[config.mk]
export PLATFORM = sky130hd
export DESIGN_NAME = uart_byte_ring_buffers_unit
export DESIGN_NICKNAME = d
export VERILOG_FILES = /design/src/design/ubrb_pkg.sv /design/src/design/uart_byte_ring_buffers_unit.sv
export SDC_FILE = /design/constraint.sdc
export NUM_CORES = 1
export LEC_CHECK = 0
export BUFFER_PORTS_ARGS = -buffer_cell sky130_fd_sc_hd__buf_4
export CAP_MARGIN = 20
export CORE_UTILIZATION = 50
export DETAILED_ROUTE_END_ITERATION = 7
export PLACE_DENSITY = 0.63
export SLEW_MARGIN = 0
export SYNTH_ARGS = -nofsm -noshare
export SYNTH_HDL_FRONTEND = slang
export SYNTH_SLANG_ARGS = --single-unit
[constraint.sdc]
create_clock -name clk -period 8 [get_ports clk]
set_input_delay 1.2 -clock clk [delete_from_list [all_inputs] [get_ports clk]]
set_output_delay 1.2 -clock clk [all_outputs]
set_load 0.1 [all_outputs]
[src/design/ubrb_pkg.sv]
// ubrb_pkg: shared types and constants for the uart byte ring buffers unit
// no dependencies; used by uart_byte_ring_buffers_unit
`timescale 1ns / 1ps

package ubrb_pkg;

    // event codes carried by the op field
    typedef enum logic [1:0] {
        OP_HOST_WRITE = 2'd0,
        OP_HOST_READ  = 2'd1,
        OP_LINE_RX    = 2'd2,
        OP_TX_DONE    = 2'd3
    } op_t;

    localparam int unsigned BYTE_W  = 8;
    localparam int unsigned COUNT_W = 4;

    // control carried from the memory read stage to the output register
    typedef struct packed {
        logic               rd_valid;     // host read found a byte in rx memory
        logic               send_from_in; // host write into an empty send ring
        logic               send_from_mem;// transmit done with a queued byte
        logic [BYTE_W-1:0]  in_byte;      // byte taken with the event
        logic [COUNT_W-1:0] rx_count;
        logic               tx_dropped;
        logic               rx_overwrote;
        logic               rx_notify;
    } stage_ctrl_t;

endpackage

[src/design/uart_byte_ring_buffers_unit.sv]
// uart_byte_ring_buffers_unit: send and receive byte rings in two synchronous memories
// depends on ubrb_pkg for the event codes and the stage control struct
`timescale 1ns / 1ps

// Takes one event per cycle on the in channel while in_ready is high and returns
// exactly one result per event on the out channel, through the stage register and then
// the output register. The sustained rate is one event per clock while the out side is
// not stalled; it is set by the single read or write port use of each event on its ring
// memory (registered read) and the pointer update, which both finish in the transfer
// cycle. The send and receive rings hold at most DEPTH-1 bytes each; memory contents are
// undefined until written, and no clearing pass is needed after reset.
module uart_byte_ring_buffers_unit #(
    parameter int unsigned DEPTH = 16
) (
    input  logic                        clk,
    input  logic                        rst_n,
    // event channel
    input  logic                        in_valid,
    output logic                        in_ready,
    input  logic [1:0]                  op,
    input  logic [ubrb_pkg::BYTE_W-1:0] data_byte,
    // result channel
    output logic                        out_valid,
    input  logic                        out_ready,
    output logic [ubrb_pkg::BYTE_W-1:0] read_data,
    output logic                        read_valid,
    output logic                        send_start,
    output logic [ubrb_pkg::BYTE_W-1:0] send_byte,
    output logic [ubrb_pkg::COUNT_W-1:0] rx_count,
    output logic                        tx_dropped,
    output logic                        rx_overwrote,
    output logic                        rx_notify
);

    localparam int unsigned PW = (DEPTH > 2) ? $clog2(DEPTH) : 1;
    localparam int unsigned CW = (PW + 1 > ubrb_pkg::COUNT_W) ? PW + 1 : ubrb_pkg::COUNT_W;
    localparam logic [PW-1:0] LAST_PTR = PW'(DEPTH - 1);
    localparam logic [CW-1:0] DEPTH_C  = CW'(DEPTH);

    // ring memories
    logic [ubrb_pkg::BYTE_W-1:0] rx_mem [DEPTH];
    logic [ubrb_pkg::BYTE_W-1:0] tx_mem [DEPTH];
    logic [ubrb_pkg::BYTE_W-1:0] rx_rdata_reg;
    logic [ubrb_pkg::BYTE_W-1:0] tx_rdata_reg;

    // ring pointers
    logic [PW-1:0] rx_head_reg, rx_head_next;
    logic [PW-1:0] rx_tail_reg, rx_tail_next;
    logic [PW-1:0] tx_head_reg, tx_head_next;
    logic [PW-1:0] tx_tail_reg, tx_tail_next;

    // pipeline control
    logic                  s1_valid_reg, s1_valid_next;
    ubrb_pkg::stage_ctrl_t s1_ctrl_reg, s1_ctrl_next;
    logic                  out_valid_reg, out_valid_next;
    logic                  s1_move;
    logic                  in_xfer;

    // memory access requests
    logic          rx_we, rx_re, tx_we, tx_re;
    logic [PW-1:0] tx_raddr;

    // ring step helpers
    logic [PW-1:0] rx_tail_inc, rx_head_inc, tx_tail_inc, tx_head_inc;
    logic [CW-1:0] fill_diff;

    ubrb_pkg::op_t op_code;

    assign op_code = ubrb_pkg::op_t'(op);

    // handshake
    assign s1_move   = s1_valid_reg && (!out_valid_reg || out_ready);
    assign in_ready  = !s1_valid_reg || s1_move;
    assign in_xfer   = in_valid && in_ready;
    assign out_valid = out_valid_reg;

    // wrapping increments
    assign rx_tail_inc = (rx_tail_reg == LAST_PTR) ? '0 : rx_tail_reg + 1'b1;
    assign rx_head_inc = (rx_head_reg == LAST_PTR) ? '0 : rx_head_reg + 1'b1;
    assign tx_tail_inc = (tx_tail_reg == LAST_PTR) ? '0 : tx_tail_reg + 1'b1;
    assign tx_head_inc = (tx_head_reg == LAST_PTR) ? '0 : tx_head_reg + 1'b1;

    // event decode and pointer update
    always_comb
    begin
        rx_head_next = rx_head_reg;
        rx_tail_next = rx_tail_reg;
        tx_head_next = tx_head_reg;
        tx_tail_next = tx_tail_reg;
        rx_we        = 1'b0;
        rx_re        = 1'b0;
        tx_we        = 1'b0;
        tx_re        = 1'b0;
        tx_raddr     = tx_head_inc;
        s1_ctrl_next = '0;
        s1_ctrl_next.in_byte = data_byte;
        if (in_xfer)
        begin
            case (op_code)
                ubrb_pkg::OP_HOST_WRITE:
                begin
                    if (tx_tail_inc != tx_head_reg)
                    begin
                        tx_we        = 1'b1;
                        tx_tail_next = tx_tail_inc;
                        s1_ctrl_next.send_from_in = (tx_tail_reg == tx_head_reg);
                    end
                    else
                    begin
                        s1_ctrl_next.tx_dropped = 1'b1;
                    end
                end
                ubrb_pkg::OP_HOST_READ:
                begin
                    if (rx_head_reg != rx_tail_reg)
                    begin
                        rx_re        = 1'b1;
                        rx_head_next = rx_head_inc;
                        s1_ctrl_next.rd_valid = 1'b1;
                    end
                end
                ubrb_pkg::OP_LINE_RX:
                begin
                    rx_we        = 1'b1;
                    rx_tail_next = rx_tail_inc;
                    if (rx_tail_inc == rx_head_reg)
                    begin
                        rx_head_next = rx_head_inc;
                        s1_ctrl_next.rx_overwrote = 1'b1;
                    end
                    s1_ctrl_next.rx_notify = 1'b1;
                end
                ubrb_pkg::OP_TX_DONE:
                begin
                    if (tx_head_reg != tx_tail_reg)
                    begin
                        tx_head_next = tx_head_inc;
                        if (tx_head_inc != tx_tail_reg)
                        begin
                            tx_re = 1'b1;
                            s1_ctrl_next.send_from_mem = 1'b1;
                        end
                    end
                end
                default:
                begin
                    s1_ctrl_next = '0;
                end
            endcase
        end
        // receive fill after the event
        fill_diff = CW'(rx_tail_next) - CW'(rx_head_next);
        if (rx_tail_next < rx_head_next)
        begin
            fill_diff = fill_diff + DEPTH_C;
        end
        s1_ctrl_next.rx_count = fill_diff[ubrb_pkg::COUNT_W-1:0];
    end

    // stage valids
    always_comb
    begin
        s1_valid_next = s1_valid_reg;
        if (in_xfer)
        begin
            s1_valid_next = 1'b1;
        end
        else if (s1_move)
        begin
            s1_valid_next = 1'b0;
        end

        out_valid_next = out_valid_reg;
        if (s1_move)
        begin
            out_valid_next = 1'b1;
        end
        else if (out_ready)
        begin
            out_valid_next = 1'b0;
        end
    end

    // control registers
    always_ff @(posedge clk or negedge rst_n)
    begin
        if (!rst_n)
        begin
            rx_head_reg   <= '0;
            rx_tail_reg   <= '0;
            tx_head_reg   <= '0;
            tx_tail_reg   <= '0;
            s1_valid_reg  <= 1'b0;
            out_valid_reg <= 1'b0;
        end
        else
        begin
            rx_head_reg   <= rx_head_next;
            rx_tail_reg   <= rx_tail_next;
            tx_head_reg   <= tx_head_next;
            tx_tail_reg   <= tx_tail_next;
            s1_valid_reg  <= s1_valid_next;
            out_valid_reg <= out_valid_next;
        end
    end

    // stage control held until it moves to the output
    always_ff @(posedge clk)
    begin
        if (in_xfer)
        begin
            s1_ctrl_reg <= s1_ctrl_next;
        end
    end

    // receive ring memory, one write or one registered read per event
    always_ff @(posedge clk)
    begin
        if (rx_we)
        begin
            rx_mem[rx_tail_reg] <= data_byte;
        end
        if (rx_re)
        begin
            rx_rdata_reg <= rx_mem[rx_head_reg];
        end
    end

    // send ring memory, one write or one registered read per event
    always_ff @(posedge clk)
    begin
        if (tx_we)
        begin
            tx_mem[tx_tail_reg] <= data_byte;
        end
        if (tx_re)
        begin
            tx_rdata_reg <= tx_mem[tx_raddr];
        end
    end

    // output register, loaded when the stage result transfers forward
    always_ff @(posedge clk)
    begin
        if (s1_move)
        begin
            read_data    <= s1_ctrl_reg.rd_valid ? rx_rdata_reg : '0;
            read_valid   <= s1_ctrl_reg.rd_valid;
            send_start   <= s1_ctrl_reg.send_from_in || s1_ctrl_reg.send_from_mem;
            send_byte    <= s1_ctrl_reg.send_from_mem ? tx_rdata_reg :
                            (s1_ctrl_reg.send_from_in ? s1_ctrl_reg.in_byte : '0);
            rx_count     <= s1_ctrl_reg.rx_count;
            tx_dropped   <= s1_ctrl_reg.tx_dropped;
            rx_overwrote <= s1_ctrl_reg.rx_overwrote;
            rx_notify    <= s1_ctrl_reg.rx_notify;
        end
    end

    // pointers stay inside the ring
    assert property (@(posedge clk) disable iff (!rst_n)
        (rx_head_reg <= LAST_PTR) && (rx_tail_reg <= LAST_PTR) &&
        (tx_head_reg <= LAST_PTR) && (tx_tail_reg <= LAST_PTR))
        else $error("ring pointer beyond last slot");

    // a stalled stage must block new transfers
    assert property (@(posedge clk) disable iff (!rst_n)
        (s1_valid_reg && !s1_move) |-> !in_ready)
        else $error("transfer accepted over a stalled stage");

    // a write leaves the send ring not empty
    assert property (@(posedge clk) disable iff (!rst_n)
        tx_we |=> (tx_tail_reg != tx_head_reg))
        else $error("send ring reads empty right after a write");

    // at most one kind of event flag per result
    assert property (@(posedge clk) disable iff (!rst_n)
        out_valid |-> $onehot0({read_valid, send_start, tx_dropped, rx_notify}))
        else $error("result carries flags of more than one event");

    // a received byte is always counted when DEPTH is at most 16
    assert property (@(posedge clk) disable iff (!rst_n)
        (out_valid && rx_notify) |-> (rx_count != '0 || DEPTH > 16))
        else $error("receive event left an empty count");

endmodule
Word-level counts from Yosys, hierarchy flattened
Memories as Yosys holds them, arrays and structs flattened. A register that Yosys moved wholly into a read port is not among the register bits.
Cells that the tools add are included.
- register bits after elaboration: 61
- bits in writable memories: 256
- output and inout bits: 27
- memories kept: 2
- $add $sub $neg: 6
- $lt $le $gt $ge: 1
- eq/ne operators: 13
- mux-type cells: 36
- reductions and logical operators: 13
- memory list (name ; depth ; width ; rd ports ; clocked after memory_dff ; write ports ; line ; source):
    rx_mem ; 16 ; 8 ; 1 ; 1 ; 1 ; uart_byte_ring_buffers_unit.sv:41 ; logic [ubrb_pkg::BYTE_W-1:0] rx_mem [DEPTH];
    tx_mem ; 16 ; 8 ; 1 ; 1 ; 1 ; uart_byte_ring_buffers_unit.sv:42 ; logic [ubrb_pkg::BYTE_W-1:0] tx_mem [DEPTH];
- operator list (operator ; count):
    $mux W4 ; 10
    $mux W1 ; 23
    $add A4 B1 Y4 const B ; 5
    $eq A4 B4 Y1 const B ; 4
    $mux W8 ; 2
    $ne A4 B4 Y1 ; 4
    $eq A4 B4 Y1 ; 2
    $pmux W4 S2 ; 1
    $reduce_and A3 Y1 ; 2
    $eq A2 B2 Y1 const B ; 2
    $lt A4 B4 Y1 ; 1
    $reduce_bool A2 Y1 ; 2
    $sub A4 B4 Y4 ; 1
    $logic_or A1 B1 Y1 ; 3
    $eq A2 B1 Y1 const B ; 1
    $logic_and A1 B1 Y1 ; 2
    $logic_not A1 Y1 ; 2
    $logic_not A2 Y1 ; 1
    $reduce_and A2 Y1 ; 1

Longest topological paths before layout
- depth after elaboration: 9
- gate-level depth with buffers: 13
- gate-level depth less buffers: 13

Worst setup path after synthesis
Ideal clock, no wire load.
- path kind: input port to flip-flop
- start point: in out_ready
- end point: reg s1_ctrl_reg[6] in the netlist's numbering, data pin
- library setup time: 0.260 ns
- arrival: 3.879 ns
- path slack: 3.862 ns
- stages: 10
- buffers on the path: 0
- path through: nand3b_1 nand3_1 o21ba_2 o211ai_1 a221oi_1 ha_1 a21oi_1 o21ai_0 xor2_1 xnor2_1
- word-level cells in the longest chain between the ends: 8
- ends and longest elaborated chain (item ; line ; source):
    start: declaration ; uart_byte_ring_buffers_unit.sv:24 ; input logic out_ready,
    $logic_or A1 B1 Y1 * ; uart_byte_ring_buffers_unit.sv:72 ; assign s1_move = s1_valid_reg && (!out_valid_reg || out_ready);
    $logic_and A1 B1 Y1 * ; uart_byte_ring_buffers_unit.sv:72 ;
    $logic_or A1 B1 Y1 * ; uart_byte_ring_buffers_unit.sv:73 ; assign in_ready = !s1_valid_reg || s1_move;
    $logic_and A1 B1 Y1 * ; uart_byte_ring_buffers_unit.sv:74 ; assign in_xfer = in_valid && in_ready;
    $mux W4 ; uart_byte_ring_buffers_unit.sv:97 ; if (in_xfer)
    $sub A4 B4 Y4 ; uart_byte_ring_buffers_unit.sv:152 ; fill_diff = CW'(rx_tail_next) - CW'(rx_head_next);
    $add A4 B1 Y4 ; uart_byte_ring_buffers_unit.sv:155 ; fill_diff = fill_diff + DEPTH_C;
    $mux W4 * ; uart_byte_ring_buffers_unit.sv:153 ; if (rx_tail_next < rx_head_next)
    named net fill_diff[3] ; uart_byte_ring_buffers_unit.sv:65 ; logic [CW-1:0] fill_diff;
    end signal: assignment ; uart_byte_ring_buffers_unit.sv:212 ; s1_ctrl_reg <= s1_ctrl_next;
    end: declaration ; uart_byte_ring_buffers_unit.sv:54 ; ubrb_pkg::stage_ctrl_t s1_ctrl_reg, s1_ctrl_next;
Mark *: on every way through the listed nets, which the timed path passes. The rest lies on a longest branch.
A chain may end at the register's enable or synchronous reset.

Worst setup path after layout
- start point: reg rx_tail_reg[0]
- end point: reg s1_ctrl_reg[6] in the netlist's numbering, data pin
- word-level cells in the longest chain between the ends: 9
- ends and longest elaborated chain (item ; line ; source):
    start: declaration ; uart_byte_ring_buffers_unit.sv:48 ; logic [PW-1:0] rx_tail_reg, rx_tail_next;
    start signal: assignment ; uart_byte_ring_buffers_unit.sv:199 ; rx_tail_reg <= rx_tail_next;
    $add A4 B1 Y4 / $eq A4 B4 Y1 (equally long branches) ; uart_byte_ring_buffers_unit.sv:78 ; assign rx_tail_inc = (rx_tail_reg == LAST_PTR) ? '0 : rx_tail_reg + 1'b1;
    $mux W4 ; uart_byte_ring_buffers_unit.sv:78 ;
    $eq A4 B4 Y1 ; uart_byte_ring_buffers_unit.sv:126 ; if (rx_tail_inc == rx_head_reg)
    $mux W4 ; uart_byte_ring_buffers_unit.sv:126 ;
    $pmux W4 S2 ; uart_byte_ring_buffers_unit.sv:99 ; case (op_code)
    $mux W4 ; uart_byte_ring_buffers_unit.sv:97 ;
    $sub A4 B4 Y4 ; uart_byte_ring_buffers_unit.sv:152 ;
    $add A4 B1 Y4 ; uart_byte_ring_buffers_unit.sv:155 ;
    $mux W4 * ; uart_byte_ring_buffers_unit.sv:153 ;
    named net fill_diff[3] ; uart_byte_ring_buffers_unit.sv:65 ;
Marked as above.

==> results.toml <==
[status]
status = "finished with violations"
violations = "DRC"

[logic_synthesis]
synth.distinct_cells = 56
synth_edf_count = 315
synth_area_leaders = "edfxtp_1 70%, mux4_2 11%, dfrtp_1 3.3%"
synthMuxAreaShare = 0.143
synth_top_cell_area_share = 0.702
syn_nets = 716
yosys_most_used_dff = "edfxtp_1"
yosys.area.top_type = "edfxtp_1"
syn_area_um2 = 13500
synthSimpleGateAreaFrac = 0.0411
synth_top_family_by_area = "multiplexers"
syn_area_per_cell_um2 = 19.7
synth-seq-cells = 333
synth_cells = 684
synth_compound_area_frac = 0.0276
synthAdderAreaFrac = 0.0173
synth-xor-area-share = 0.0178
yosysWarningCount = 0
async_flop_share = 0.0541
ys_seq_area_frac = 0.735

[detailed_routing]
detail-route-antenna-nets = 0
dr_total_vias = 6514
wl_per_cell_um = 25.2
drc_errors = 8
finalWirelength_um = 27800
vias_per_cell = 5.90
firstDrtPassIters = 8
drt_iter0_drc = 663

[worst_setup_path]
start_kind = "flip-flop"
critPathKind = "flip-flop to flip-flop"
r2r-start = "rx_tail_reg[0]"
reg2reg_slack_ns = 4.48
r2r.worst_path.cells = 12
path_cells = "ha_1 > inv_1 > a311oi_2 > xnor2_1 > a31oi_1 > nor2_1 > a221oi_1 > ha_1 > a21oi_1 > o21ai_0 > xor2_1 > xnor2_1"
timing.rr.end = "s1_ctrl_reg[6]"
cp_data_arrival_time_ns = 3.76
end_kind = "flip-flop"
crit_family = "compound AO/OA/AOI/OAI gates"
critPathSlowestCell = "dfrtp_1"
cp.required_ns = 8.24
cpPeakStageDelay_ns = 0.50
crit_fanout = 8
cp_num_buf_inv = 1

[worst_hold_path]
hp-start = "s1_ctrl_reg[3]"
hold_class = "flip-flop to flip-flop"
min_path_cells = 0
hold_end = "rx_count[0]"

[cells_and_area]
nNetsFinal = 775
antennaDiodeCount = 0
fillers = 1933
drive_gt1_frac = 0.235
area_growth_pct = 13.3

[timing]
whs_ns = 0.421
setup-tns-final_ns = 0
max_slew.worst_pin.slew_ns = 1.06
slew_headroom = 0.296
final_max_slew_viol_count = 0
finalCriticalPeriod_ns = 3.52
fin_ws_ns = 4.48
fmax_ghz = 0.284
fin_skew_ns = 0.0119
finalHoldViolCount = 0
rsz0062_at_grt = "false"
final.period_utilization = 0.440
setup_viol = 0

[global_route]
grt_use_total = 0.209
grt_max_degree = 45
grt_pass1_wl_um = 41800
grt_pass1_vias = 6589
antenna_found_initial = 1
grt-ovfl-total = 0

[clock_tree]
cts_tree = "built"
cts-resized-gates = 0
ctsHoldBuffers = 0
post_cts_buffers = 0
cts_buffers = 35
clockRootBuffer = "clkbuf_16"
insertion_delay_ns = 0.51
htreeDepth = 2
clkTransAtPathRegs_ns = 0.05
clock-sinks = 333
cts.path.max_buffers = 3

[die]
die-width_um = 166
dieArea_um2 = 27600
num_rows = 59
initial_core_util = 0.513
die_h_um = 166
core_area_um2 = 26300
ioPinCount = 41

[pwr]
p_int_w = 0.00376
switching_share = 0.314
p_per_area_nw_per_um2 = 358
p_clk_frac = 0.289
p_leak_nw = 5.18
power.switching_w = 0.00172
pwr-share-comb = 0.313
p_seq_frac = 0.398
peakVddDrop_v = 0.000176
totalPowerFinal_w = 0.00547

[place]
portBuffers = 40
dp_worst_setup_slack_ns = 4.03
place_congestion = 0.858
dp_hpwl_um = 17400

[flow_run]
cap_violations = 0
## worst max-delay path by stage
stage	from	end	slack (ns)	cells after the start
floorplan	out_ready	s1_ctrl_reg[6]	3.86	10
global placement	out_ready	tx_mem[8][7]	4.19	7
detailed placement	out_ready	tx_mem[1][4]	4.03	7
CTS	rx_tail_reg[0]	s1_ctrl_reg[6]	4.49	12
global route	rx_tail_reg[0]	s1_ctrl_reg[6]	4.18	12
finish	rx_tail_reg[0]	s1_ctrl_reg[6]	4.48	12
## layer usage
metal	part of all wire	up-vias	global-route usage	routed length, um
met1	0.46	3376	0.313	12800
li1	-	2850	-	-
met3	0.067	45	0.0439	1870
met4	0.018	0	0.0524	510
met2	0.45	243	0.314	12600
met5	0	-	0	0
## through the flow
stage / cell area, um2 / instances / utilization
2_1_floorplan: 13500 / 684 / -
3_3_place_gp: 14100 / 1040 / 0.538
3_5_place_dp: 14100 / 1040 / 0.538
4_1_cts: 15300 / 1103 / 0.581
5_1_grt: 15300 / 1104 / 0.581
6_report: 15300 / 1104 / 0.581
## cell type report
cell class              count  area, um2  area share
multi-input cells         300       3350       0.219
clock inverters            16        149     0.00975
well taps                 335        419      0.0274
clock buffers              47        973      0.0637
inverters                  20       75.1     0.00492
flip-flops and latches    333       9910       0.649
repair buffers             53        398      0.0261
## cells by family (layout without fill, tap and decap cells)
family / after synthesis / in the layout
xor+xnor: 25 / 25
compound gates: 48 / 48
mux: 112 / 112
simple gates: 97 / 97
fa+ha+maj: 18 / 18
flops: 333 / 333
buf+inv: 51 / 136
## synth_stat cells, types with 11 or more instances
cell type / count
edfxtp_1: 315
mux4_2: 64
mux2i_1: 43
and2_1: 25
inv_1: 19
dfrtp_1: 18
and3_1: 17
ha_1: 17
xnor2_1: 15
nand2_1: 14
clkbuf_1: 13
nor2_1: 11
## placed cells by master (no fill, tap or decap), types with 11 or more instances in the layout
master / instances
mux4_2: 64
inv_1: 19
nand2_1: 14
nor2_1: 11
and2_1: 25
buf_4: 52
and3_1: 17
mux2i_1: 43
edfxtp_1: 315
clkbuf_16: 37
dfrtp_1: 17
ha_1: 17
xnor2_1: 15
## worst reg2reg max path, stage by stage (launching register included)
cell	delay [ns]
dfrtp_1	0.50
ha_1	0.33
inv_1	0.14
a311oi_2	0.44
xnor2_1	0.14
a31oi_1	0.32
nor2_1	0.16
a221oi_1	0.35
ha_1	0.32
a21oi_1	0.14
o21ai_0	0.11
xor2_1	0.16
xnor2_1	0.14
## power groups by stage
stage	registers (W)	logic [W]	clock network, W
final	0.00218	0.00171	0.00158
after global routing	0.00219	0.00184	0.00167
after CTS	0.00218	0.00172	0.00161
after detailed placement	0.00222	0.00172	0
after global placement	0.00221	0.00169	0
after floorplan	0.00228	0.00121	0
Note: power is estimated with default switching activity, not from simulation.
